[src/rtl/mma_pkg.sv]
// Shared types and constants for the masked moving average core.
`default_nettype none

package mma_pkg;

    // Width of one range sample and of one average, unsigned Q8.8 metres.
    localparam int DATA_W = 16;

    // Width of the half_width register and its value after reset.
    localparam int HALF_W = 4;
    localparam logic [HALF_W-1:0] HALF_RST = 4'd2;

    // Per-scan sample counter, saturating.
    localparam int SEEN_W = 5;
    localparam logic [SEEN_W-1:0] SEEN_MAX = 5'd31;

    // Default store geometry.
    localparam int MAX_HALF_WIDTH_DEF = 15;
    localparam int DEPTH_DEF = 2 * MAX_HALF_WIDTH_DEF + 1;
    localparam int SUM_W_DEF = DATA_W + $clog2(DEPTH_DEF);
    localparam int CNT_W_DEF = $clog2(DEPTH_DEF + 1);

    // Tag that travels with a window sum toward the divide stage.
    typedef struct packed {
        logic emit;
        logic last;
    } t_res_ctl;

endpackage

`default_nettype wire

[src/rtl/mma_cell.sv]
// One cell of the prefix chain: holds the sum and count of valid samples up to its offset.
`default_nettype none

module mma_cell #(
    parameter int SUM_W = mma_pkg::SUM_W_DEF,
    parameter int CNT_W = mma_pkg::CNT_W_DEF
) (
    input  wire logic                       i_clk,
    input  wire logic                       i_rst_n,
    input  wire logic                       i_shift,
    input  wire logic                       i_clear,
    input  wire logic [mma_pkg::DATA_W-1:0] i_sample,
    input  wire logic                       i_sample_ok,
    input  wire logic [SUM_W-1:0]           i_prev_sum,
    input  wire logic [CNT_W-1:0]           i_prev_cnt,
    output logic      [SUM_W-1:0]           o_sum,
    output logic      [CNT_W-1:0]           o_cnt
);
    import mma_pkg::*;

    logic [SUM_W-1:0] r_sum;
    logic [CNT_W-1:0] r_cnt;
    logic [SUM_W-1:0] n_sum;
    logic [CNT_W-1:0] n_cnt;

    // A new sample joins every prefix, so this cell's new prefix is the
    // neighbor's old prefix plus the incoming sample.
    always_comb begin
        n_sum = i_prev_sum + SUM_W'(i_sample);
        n_cnt = i_prev_cnt + CNT_W'(i_sample_ok);
    end

    always_ff @(posedge i_clk) begin
        if (!i_rst_n || i_clear) begin
            r_sum <= '0;
            r_cnt <= '0;
        end else if (i_shift) begin
            r_sum <= n_sum;
            r_cnt <= n_cnt;
        end
    end

    assign o_sum = r_sum;
    assign o_cnt = r_cnt;

endmodule

`default_nettype wire

[src/rtl/mma_div.sv]
// Divide stage: window sum over valid count by reciprocal multiply, with output register.
`default_nettype none

module mma_div #(
    parameter int SUM_W = mma_pkg::SUM_W_DEF,
    parameter int CNT_W = mma_pkg::CNT_W_DEF
) (
    input  wire logic                       i_clk,
    input  wire logic                       i_rst_n,
    input  wire logic                       i_en,
    input  wire mma_pkg::t_res_ctl          i_ctl,
    input  wire logic [SUM_W-1:0]           i_sum,
    input  wire logic [CNT_W-1:0]           i_cnt,
    output logic                            o_valid,
    output logic      [mma_pkg::DATA_W-1:0] o_avg,
    output logic                            o_avg_ok,
    output logic                            o_last
);
    import mma_pkg::*;

    // Shift of the fixed-point reciprocal. With this many fraction bits the
    // rounded-up reciprocal gives the exact truncated quotient for every sum.
    localparam int K       = SUM_W + CNT_W;
    localparam int RECIP_W = K + 1;
    localparam int PROD_W  = SUM_W + RECIP_W;
    localparam int NUM_REC = 2 ** CNT_W;

    logic [RECIP_W-1:0] w_recip_tab [NUM_REC];

    for (genvar c = 0; c < NUM_REC; c++) begin : g_recip
        localparam longint unsigned DIVISOR   = (c == 0) ? 1 : c;
        localparam longint unsigned RECIP_VAL = (c == 0) ? 0 :
            (((64'd1 << K) + DIVISOR - 1) / DIVISOR);
        assign w_recip_tab[c] = RECIP_W'(RECIP_VAL);
    end

    logic               r_b_valid;
    logic               r_b_last;
    logic               r_b_ok;
    logic [SUM_W-1:0]   r_b_sum;
    logic [RECIP_W-1:0] r_b_recip;

    logic               r_o_valid;
    logic               r_o_last;
    logic               r_o_ok;
    logic [DATA_W-1:0]  r_o_avg;

    logic [PROD_W-1:0]  w_prod;

    // A zero count looks up a zero reciprocal, so the average comes out zero.
    assign w_prod = PROD_W'(r_b_sum) * PROD_W'(r_b_recip);

    always_ff @(posedge i_clk) begin
        if (!i_rst_n) begin
            r_b_valid <= 1'b0;
            r_o_valid <= 1'b0;
        end else if (i_en) begin
            r_b_valid <= i_ctl.emit;
            r_o_valid <= r_b_valid;
        end
    end

    always_ff @(posedge i_clk) begin
        if (i_en) begin
            r_b_last  <= i_ctl.last;
            r_b_ok    <= (i_cnt != '0);
            r_b_sum   <= i_sum;
            r_b_recip <= w_recip_tab[i_cnt];
            r_o_last  <= r_b_last;
            r_o_ok    <= r_b_ok;
            r_o_avg   <= w_prod[K +: DATA_W];
        end
    end

    assign o_valid  = r_o_valid;
    assign o_avg    = r_o_avg;
    assign o_avg_ok = r_o_ok;
    assign o_last   = r_o_last;

endmodule

`default_nettype wire

[src/rtl/masked_moving_average_core.sv]
// Top level: centered moving average over a range scan with invalid samples masked out.
// Pipeline: a beat's result passes the prefix cell chain, the divide operand register and the
// output register. Throughput: one ordinary sample per cycle while the output is not stalled;
// a last-of-scan beat then holds input off while half_width padding samples flush the chain and it is cleared.
// Reset: synchronous, active low; empties the chain and the pipeline, half_width returns to 2.
`default_nettype none

module masked_moving_average_core #(
    parameter int MAX_HALF_WIDTH = mma_pkg::MAX_HALF_WIDTH_DEF
) (
    input  wire logic                         i_clk,
    input  wire logic                         i_rst_n,
    // Configuration: half_width.
    input  wire logic                         i_cfg_wen,
    input  wire logic [mma_pkg::HALF_W-1:0]   i_cfg_wdata,
    // Sample stream in.
    input  wire logic                         i_s_axis_tvalid,
    output logic                              o_s_axis_tready,
    input  wire logic [mma_pkg::DATA_W-1:0]   i_s_axis_tdata,   // [15:0] range_sample
    input  wire logic [0:0]                   i_s_axis_tuser,   // [0] sample_finite
    input  wire logic                         i_s_axis_tlast,   // scan_last
    // Average stream out.
    output logic                              o_m_axis_tvalid,
    input  wire logic                         i_m_axis_tready,
    output logic      [mma_pkg::DATA_W-1:0]   o_m_axis_tdata,   // [15:0] average
    output logic      [0:0]                   o_m_axis_tuser,   // [0] average_valid
    output logic                              o_m_axis_tlast    // result_last
);
    import mma_pkg::*;

    // The store is a chain of prefix cells. Cell i holds the sum and count of
    // the valid samples at offsets 0..i, offset 0 being the newest. Shifting
    // a sample in adds it to every prefix and moves each prefix one cell on,
    // so the window at offsets 0..2h is simply the content of cell 2h. This
    // stays correct when half_width changes between beats.
    localparam int DEPTH = 2 * MAX_HALF_WIDTH + 1;
    localparam int IDX_W = $clog2(DEPTH);
    localparam int SUM_W = DATA_W + $clog2(DEPTH);
    localparam int CNT_W = $clog2(DEPTH + 1);

    typedef enum logic [1:0] {
        ST_IDLE,
        ST_FLUSH,
        ST_CLEAR
    } t_state;

    t_state            r_state;
    t_state            n_state;
    logic [HALF_W-1:0] r_half;
    logic [HALF_W-1:0] r_flush;
    logic [HALF_W-1:0] n_flush;
    logic [SEEN_W-1:0] r_seen;
    logic [SEEN_W-1:0] n_seen;
    t_res_ctl          r_a_ctl;
    t_res_ctl          n_a_ctl;

    logic              w_pipe_en;
    logic              w_accept;
    logic              w_shift;
    logic              w_clear;
    logic              w_x_ok;
    logic [DATA_W-1:0] w_x_range;
    logic [HALF_W-1:0] w_eff_h;
    logic [SEEN_W-1:0] w_seen_inc;
    logic [SEEN_W:0]   w_flush_pos;
    logic [IDX_W-1:0]  w_win_idx;

    logic [SUM_W-1:0]  w_cell_sum [DEPTH];
    logic [CNT_W-1:0]  w_cell_cnt [DEPTH];
    logic [SUM_W-1:0]  w_win_sum;
    logic [CNT_W-1:0]  w_win_cnt;

    logic              w_out_valid;

    // The whole pipeline, chain included, moves only while the output
    // register is empty or being drained; a stall freezes everything.
    assign w_pipe_en       = !w_out_valid || i_m_axis_tready;
    assign o_s_axis_tready = (r_state == ST_IDLE) && w_pipe_en;
    assign w_accept        = i_s_axis_tvalid && o_s_axis_tready;

    // Values above the store's reach are clamped to the largest half width.
    assign w_eff_h = (int'(r_half) > MAX_HALF_WIDTH) ? HALF_W'(MAX_HALF_WIDTH) : r_half;
    assign w_win_idx = IDX_W'({w_eff_h, 1'b0});

    assign w_seen_inc  = (r_seen == SEEN_MAX) ? r_seen : r_seen + 1'b1;
    // Flush step j serves the position h-j, which belongs to the scan when
    // j plus the sample count exceeds h.
    assign w_flush_pos = (SEEN_W + 1)'(r_flush) + (SEEN_W + 1)'(r_seen);

    always_ff @(posedge i_clk) begin
        if (!i_rst_n) begin
            r_half <= HALF_RST;
        end else if (i_cfg_wen) begin
            r_half <= i_cfg_wdata;
        end
    end

    // Sequencer. An ordinary beat shifts its sample in and, once more than
    // h samples of the scan are present, asks for the window centered h
    // positions back. A last beat then shifts in h invalid padding samples,
    // one per cycle unless the output stalls, each asking for the next centered
    // window that belongs to the scan, and finally clears the chain for the next scan.
    always_comb begin
        n_state   = r_state;
        n_flush   = r_flush;
        n_seen    = r_seen;
        n_a_ctl   = r_a_ctl;
        w_shift   = 1'b0;
        w_clear   = 1'b0;
        w_x_ok    = 1'b0;
        w_x_range = '0;
        if (w_pipe_en) begin
            n_a_ctl = '{emit: 1'b0, last: 1'b0};
            case (r_state)
                ST_IDLE: begin
                    if (w_accept) begin
                        w_shift      = 1'b1;
                        w_x_ok       = i_s_axis_tuser[0] && (i_s_axis_tdata != '0);
                        w_x_range    = w_x_ok ? i_s_axis_tdata : '0;
                        n_seen       = w_seen_inc;
                        n_a_ctl.emit = (w_seen_inc > {1'b0, w_eff_h});
                        n_a_ctl.last = i_s_axis_tlast && (w_eff_h == '0);
                        if (i_s_axis_tlast) begin
                            n_flush = HALF_W'(1);
                            n_state = (w_eff_h == '0) ? ST_CLEAR : ST_FLUSH;
                        end
                    end
                end
                ST_FLUSH: begin
                    w_shift      = 1'b1;
                    n_a_ctl.emit = (w_flush_pos > (SEEN_W + 1)'(w_eff_h));
                    n_a_ctl.last = (r_flush == w_eff_h);
                    if (r_flush == w_eff_h) begin
                        n_state = ST_CLEAR;
                    end else begin
                        n_flush = r_flush + 1'b1;
                    end
                end
                ST_CLEAR: begin
                    w_clear = 1'b1;
                    n_seen  = '0;
                    n_state = ST_IDLE;
                end
                default: begin
                    n_state = ST_IDLE;
                end
            endcase
        end
    end

    always_ff @(posedge i_clk) begin
        if (!i_rst_n) begin
            r_state <= ST_IDLE;
            r_flush <= '0;
            r_seen  <= '0;
            r_a_ctl <= '{emit: 1'b0, last: 1'b0};
        end else begin
            r_state <= n_state;
            r_flush <= n_flush;
            r_seen  <= n_seen;
            r_a_ctl <= n_a_ctl;
        end
    end

    // Prefix cell chain; cell 0 starts from an empty prefix.
    for (genvar i = 0; i < DEPTH; i++) begin : g_cell
        logic [SUM_W-1:0] w_prev_sum;
        logic [CNT_W-1:0] w_prev_cnt;

        if (i == 0) begin : g_head
            assign w_prev_sum = '0;
            assign w_prev_cnt = '0;
        end else begin : g_link
            assign w_prev_sum = w_cell_sum[i-1];
            assign w_prev_cnt = w_cell_cnt[i-1];
        end

        mma_cell #(
            .SUM_W (SUM_W),
            .CNT_W (CNT_W)
        ) u_cell (
            .i_clk       (i_clk),
            .i_rst_n     (i_rst_n),
            .i_shift     (w_shift),
            .i_clear     (w_clear),
            .i_sample    (w_x_range),
            .i_sample_ok (w_x_ok),
            .i_prev_sum  (w_prev_sum),
            .i_prev_cnt  (w_prev_cnt),
            .o_sum       (w_cell_sum[i]),
            .o_cnt       (w_cell_cnt[i])
        );
    end

    // The window of the current half width ends at cell 2h.
    assign w_win_sum = w_cell_sum[w_win_idx];
    assign w_win_cnt = w_cell_cnt[w_win_idx];

    mma_div #(
        .SUM_W (SUM_W),
        .CNT_W (CNT_W)
    ) u_div (
        .i_clk    (i_clk),
        .i_rst_n  (i_rst_n),
        .i_en     (w_pipe_en),
        .i_ctl    (r_a_ctl),
        .i_sum    (w_win_sum),
        .i_cnt    (w_win_cnt),
        .o_valid  (w_out_valid),
        .o_avg    (o_m_axis_tdata),
        .o_avg_ok (o_m_axis_tuser[0]),
        .o_last   (o_m_axis_tlast)
    );

    assign o_m_axis_tvalid = w_out_valid;

endmodule

`default_nettype wire

[config.mk]
export PLATFORM = sky130hd
export DESIGN_NAME = masked_moving_average_core
export DESIGN_NICKNAME = d
export VERILOG_FILES = /design/src/rtl/mma_pkg.sv /design/src/rtl/mma_cell.sv /design/src/rtl/mma_div.sv /design/src/rtl/masked_moving_average_core.sv
export SDC_FILE = /design/constraint.sdc
export NUM_CORES = 2
export LEC_CHECK = 0
export BUFFER_PORTS_ARGS = -buffer_cell sky130_fd_sc_hd__buf_4
export CAP_MARGIN = 10
export CORE_MARGIN = 4
export CORE_UTILIZATION = 55
export CTS_CLUSTER_SIZE = 14
export DETAILED_ROUTE_END_ITERATION = 10
export PLACE_DENSITY_LB_ADDON = 0.12
export SLEW_MARGIN = 10
export SYNTH_ARGS = -nofsm -noshare
export SYNTH_HDL_FRONTEND = slang
export SYNTH_HIERARCHICAL = 1
export SYNTH_SLANG_ARGS = --single-unit
export TNS_END_PERCENT = 50
[constraint.sdc]
create_clock -name i_clk -period 16.65 [get_ports i_clk]
set_input_delay 0.8325 -clock i_clk [delete_from_list [all_inputs] [get_ports i_clk]]
set_output_delay 0.8325 -clock i_clk [all_outputs]
set_load 0.005 [all_outputs]
==> results.yml <==
setup_path:
  crit_buf_inv: 5
  slowest_delay_ns: 1.01
  worstPathRequired_ns: 17.12
  regToRegSetupSlack_ns: 9.12
  cpMostUsedCell: "fa_1"
  r2r-start: "u_div/r_b_sum[10]$_DFFE_PP_"
  critPathKind: "flip-flop to flip-flop"
  arrival_ns: 8.00
  worstPathCellList: "nand2_1 -> fa_1 -> inv_1 -> fa_1 -> inv_1 -> fa_1 -> inv_1 -> fa_1 -> fa_1 -> fa_1 -> inv_1 -> fa_1 -> inv_1 -> ha_1 -> nand4_1 -> or3_1 -> a311o_1 -> o22a_2 -> a41oi_2 -> o21a_1 -> nor2_1 -> xnor2_1"
  crit_family: "adder cells"
  start_kind: "flip-flop"
  rr_endpoint: "u_div/o_avg[14]$_DFFE_PP_"
  worst_r2r_path_depth: 22
  cp_slowest_cell: "edfxtp_1"
  crit_fanout: 27
  worstSetupEndpointType: "flip-flop"
  startpoint: "u_div/r_b_sum[10]$_DFFE_PP_"
cells_and_area:
  area.sequential_um2: 18560
  layout-drive-gt1-share_pct: 6.608
  synthToLayoutAreaGrowth_pct: 5.927
  fillers: 13840
  multiInputGateArea_um2: 61430
  nNetsFinal: 10760
yosys:
  synth_top_family_by_area: "adder cells"
  syn_area_um2: 84690
  synth-xor-area-share_pct: 5.098
  ys_seq_area_share_pct: 21.91
  synthTopCellsByArea: "dfxtp_1, fa_1, ha_1"
  synth_simple_gate_area_share_pct: 19.94
  netlist.area_leader.share_pct: 19.50
  syn_avg_cell_area_um2: 8.682
  synth_most_common_cell: "dfxtp_1"
  synthCells: 9755
  synth-compound-area-share_pct: 18.43
  async_flop_share_pct: 0
  yosysTopAreaCell: "dfxtp_1"
  synth_adder_area_share_pct: 21.92
  yosys.cell_types.count: 105
  yosys_warnings: 6
  synth_edf_count: 68
  synth_ff_type: "dfxtp_1"
  synthTopCellsByCount: "dfxtp_1, nand2_1, nor2_1, ha_1, inv_1"
  ys_ff_latch: 893
  synthMuxAreaShare_pct: 6.837
hold_path:
  min_path_type: "input pin to flip-flop"
  hold_path_depth: 3
  hold_path_end: "r_half[1]$_SDFFE_PN1P_"
  min-delay-start: "i_cfg_wdata[1]"
floorplanning:
  fp.dieH_um: 400.4
  die-area_um2: 160300
  coreArea_um2: 152400
  initial_core_util_pct: 55.56
  ios: 47
  rows: 143
  die_w_um: 400.4
sta:
  slew_headroom_pct: 11.28
  fin_crit_ns: 7.528
  finalSetupViolCount: 0
  fin_crit_sh_pct: 45.21
  worst_slew_pin_slew_ns: 1.331
  fin_worst_skew_ns: 0.04011
  rsz0062_at_grt: "false"
  maxSlewViolCount: 0
  whs_ns: 0.3604
  finalSetupTns_ns: 0
  hold_viol: 0
  max_freq_mhz: 132.8
clock_tree:
  cts_tree: "built"
  clk_pin_slew_worst_paths_ns: 0.06
  post_cts_buffers: 0
  clock-root-buffer: "clkbuf_16"
  insertion_delay_ns: 0.74
  cts_sinks: 893
  cts_resized: 0
  cts_hold_buffers: 0
  numCtsBuffers: 109
  ctsLongestPathBuffers: 3
  h-tree-depth: 3
placed_design:
  io_buffer_count: 46
  dp_hpwl_um: 197200
  routabilityCongestion: 0.9329
routing:
  first_iter_violations: 5990
  via_per_inst: 6.244
  routed_wl_um: 266300
  wl_per_cell_um: 22.85
  drtPass1Iterations: 6
  ant_nets: 0
  drc: 0
  vias: 72780
global_route:
  grt_pass1_vias: 70240
  grt_max_degree: 170
  overflow: 0
  track_usage_pct: 32.00
  grt_pass1_wl_um: 410300
  antenna_found_initial: 8
pwr:
  leakage_nw: 38.94
  peakVddDrop_uv: 437.0
  powerDensity_nw_per_um2: 159.9
status:
  run_status: "complete, no violations"
flow_run:
  maxCapViolations: 0
-- stage by stage --
| stage | instance area [um2] | util [%] | worst slack (ns) | total power [mW] | cells |
|---|---|---|---|---|---|
| final | 89710 | 58.85 | 9.122 | 14.34 | 11660 |
| after global placement | 86020 | 56.43 | 9.199 | 11.60 | 11460 |
| after CTS | 89700 | 58.85 | 9.108 | 14.37 | 11660 |
| after global routing | 89710 | 58.85 | 8.779 | 15.69 | 11660 |
| after floorplan | 84870 | - | 9.609 | 9.508 | 9803 |
| after detailed placement | 86030 | 56.43 | 9.106 | 11.86 | 11460 |
-- power breakdown --
group	internal [mW]	switching, mW
logic	3.65	5.22
registers	2.55	0.439
clock network	1.46	1.02
-- cell type report --
| class | count | share of cell area [%] |
|---|---|---|
| Inverter | 650 | 2.721 |
| Clock inverter | 28 | 0.3529 |
| Multi-Input combinational cell | 7747 | 68.48 |
| Antenna cell | 1 | 0.002789 |
| Tap cell | 2030 | 2.831 |
| Sequential cell | 893 | 20.69 |
| Clock buffer | 170 | 3.746 |
| Timing Repair Buffer | 137 | 1.174 |
-- registers in the layout, summed over array words and instances (netlist names), 2 cells and up --
name and cells:
r_flush 4, r_a_ctl 2, r_seen 5, g_cell.u_cell/o_cnt 155, r_state 2, r_half 4
u_div/r_b_recip 27, g_cell.u_cell/o_sum 651, u_div/r_b_sum 21, u_div/o_avg 16
-- worst max path at each step --
stage,depth (start not counted),slack (ns),end
floorplan,13,9.61,g_cell[22].u_cell/o_sum[13]$_SDFFE_PP0P_
global placement,20,9.20,u_div/o_avg[14]$_DFFE_PP_
detailed placement,20,9.11,u_div/o_avg[14]$_DFFE_PP_
CTS,20,9.11,u_div/o_avg[14]$_DFFE_PP_
global route,22,8.78,u_div/o_avg[14]$_DFFE_PP_
finish,22,9.12,u_div/o_avg[14]$_DFFE_PP_
-- layout by cell type, fill, tap and decap left out, types with 179 or more instances in the layout --
cell type and count:
ha_1 700, a21oi_1 608, o21ai_0 434, mux2i_1 448
nand3b_1 215, fa_1 490, nor2_1 752, xnor2_1 376
dfxtp_1 823, inv_1 646, nand3_1 303, and2_1 332
nand4_1 179, nand2_1 812
-- logic make-up (layout without fill, tap and decap cells) --
family,Yosys count,after routing
simple gates,3247,3247
compound gates,2256,2256
fa+ha+maj,1190,1190
buf+inv,1163,985
flops,893,893
mux,512,512
xor+xnor,493,493
other cells,1,50
-- worst reg2reg max path, stage by stage, from the launching register on --
cell and delay [ns]:
edfxtp_1 1.01, nand2_1 0.18, fa_1 0.54, inv_1 0.05, fa_1 0.47, inv_1 0.06
fa_1 0.51, inv_1 0.07, fa_1 0.56, fa_1 0.43, fa_1 0.49, inv_1 0.05
fa_1 0.48, inv_1 0.04, ha_1 0.42, nand4_1 0.13, or3_1 0.41, a311o_1 0.35
o22a_2 0.30, a41oi_2 0.40, o21a_1 0.18, nor2_1 0.05, xnor2_1 0.12
-- metal layers --
metal	track usage [%]	wire length [um]	vias to the layer above
met1	43.09	115700	35610
met3	4.779	18290	508
met2	51.56	120000	2329
li1	-	-	34330
met4	13.18	12290	2
met5	0	19	-
Power figures use the tool's default switching activity.
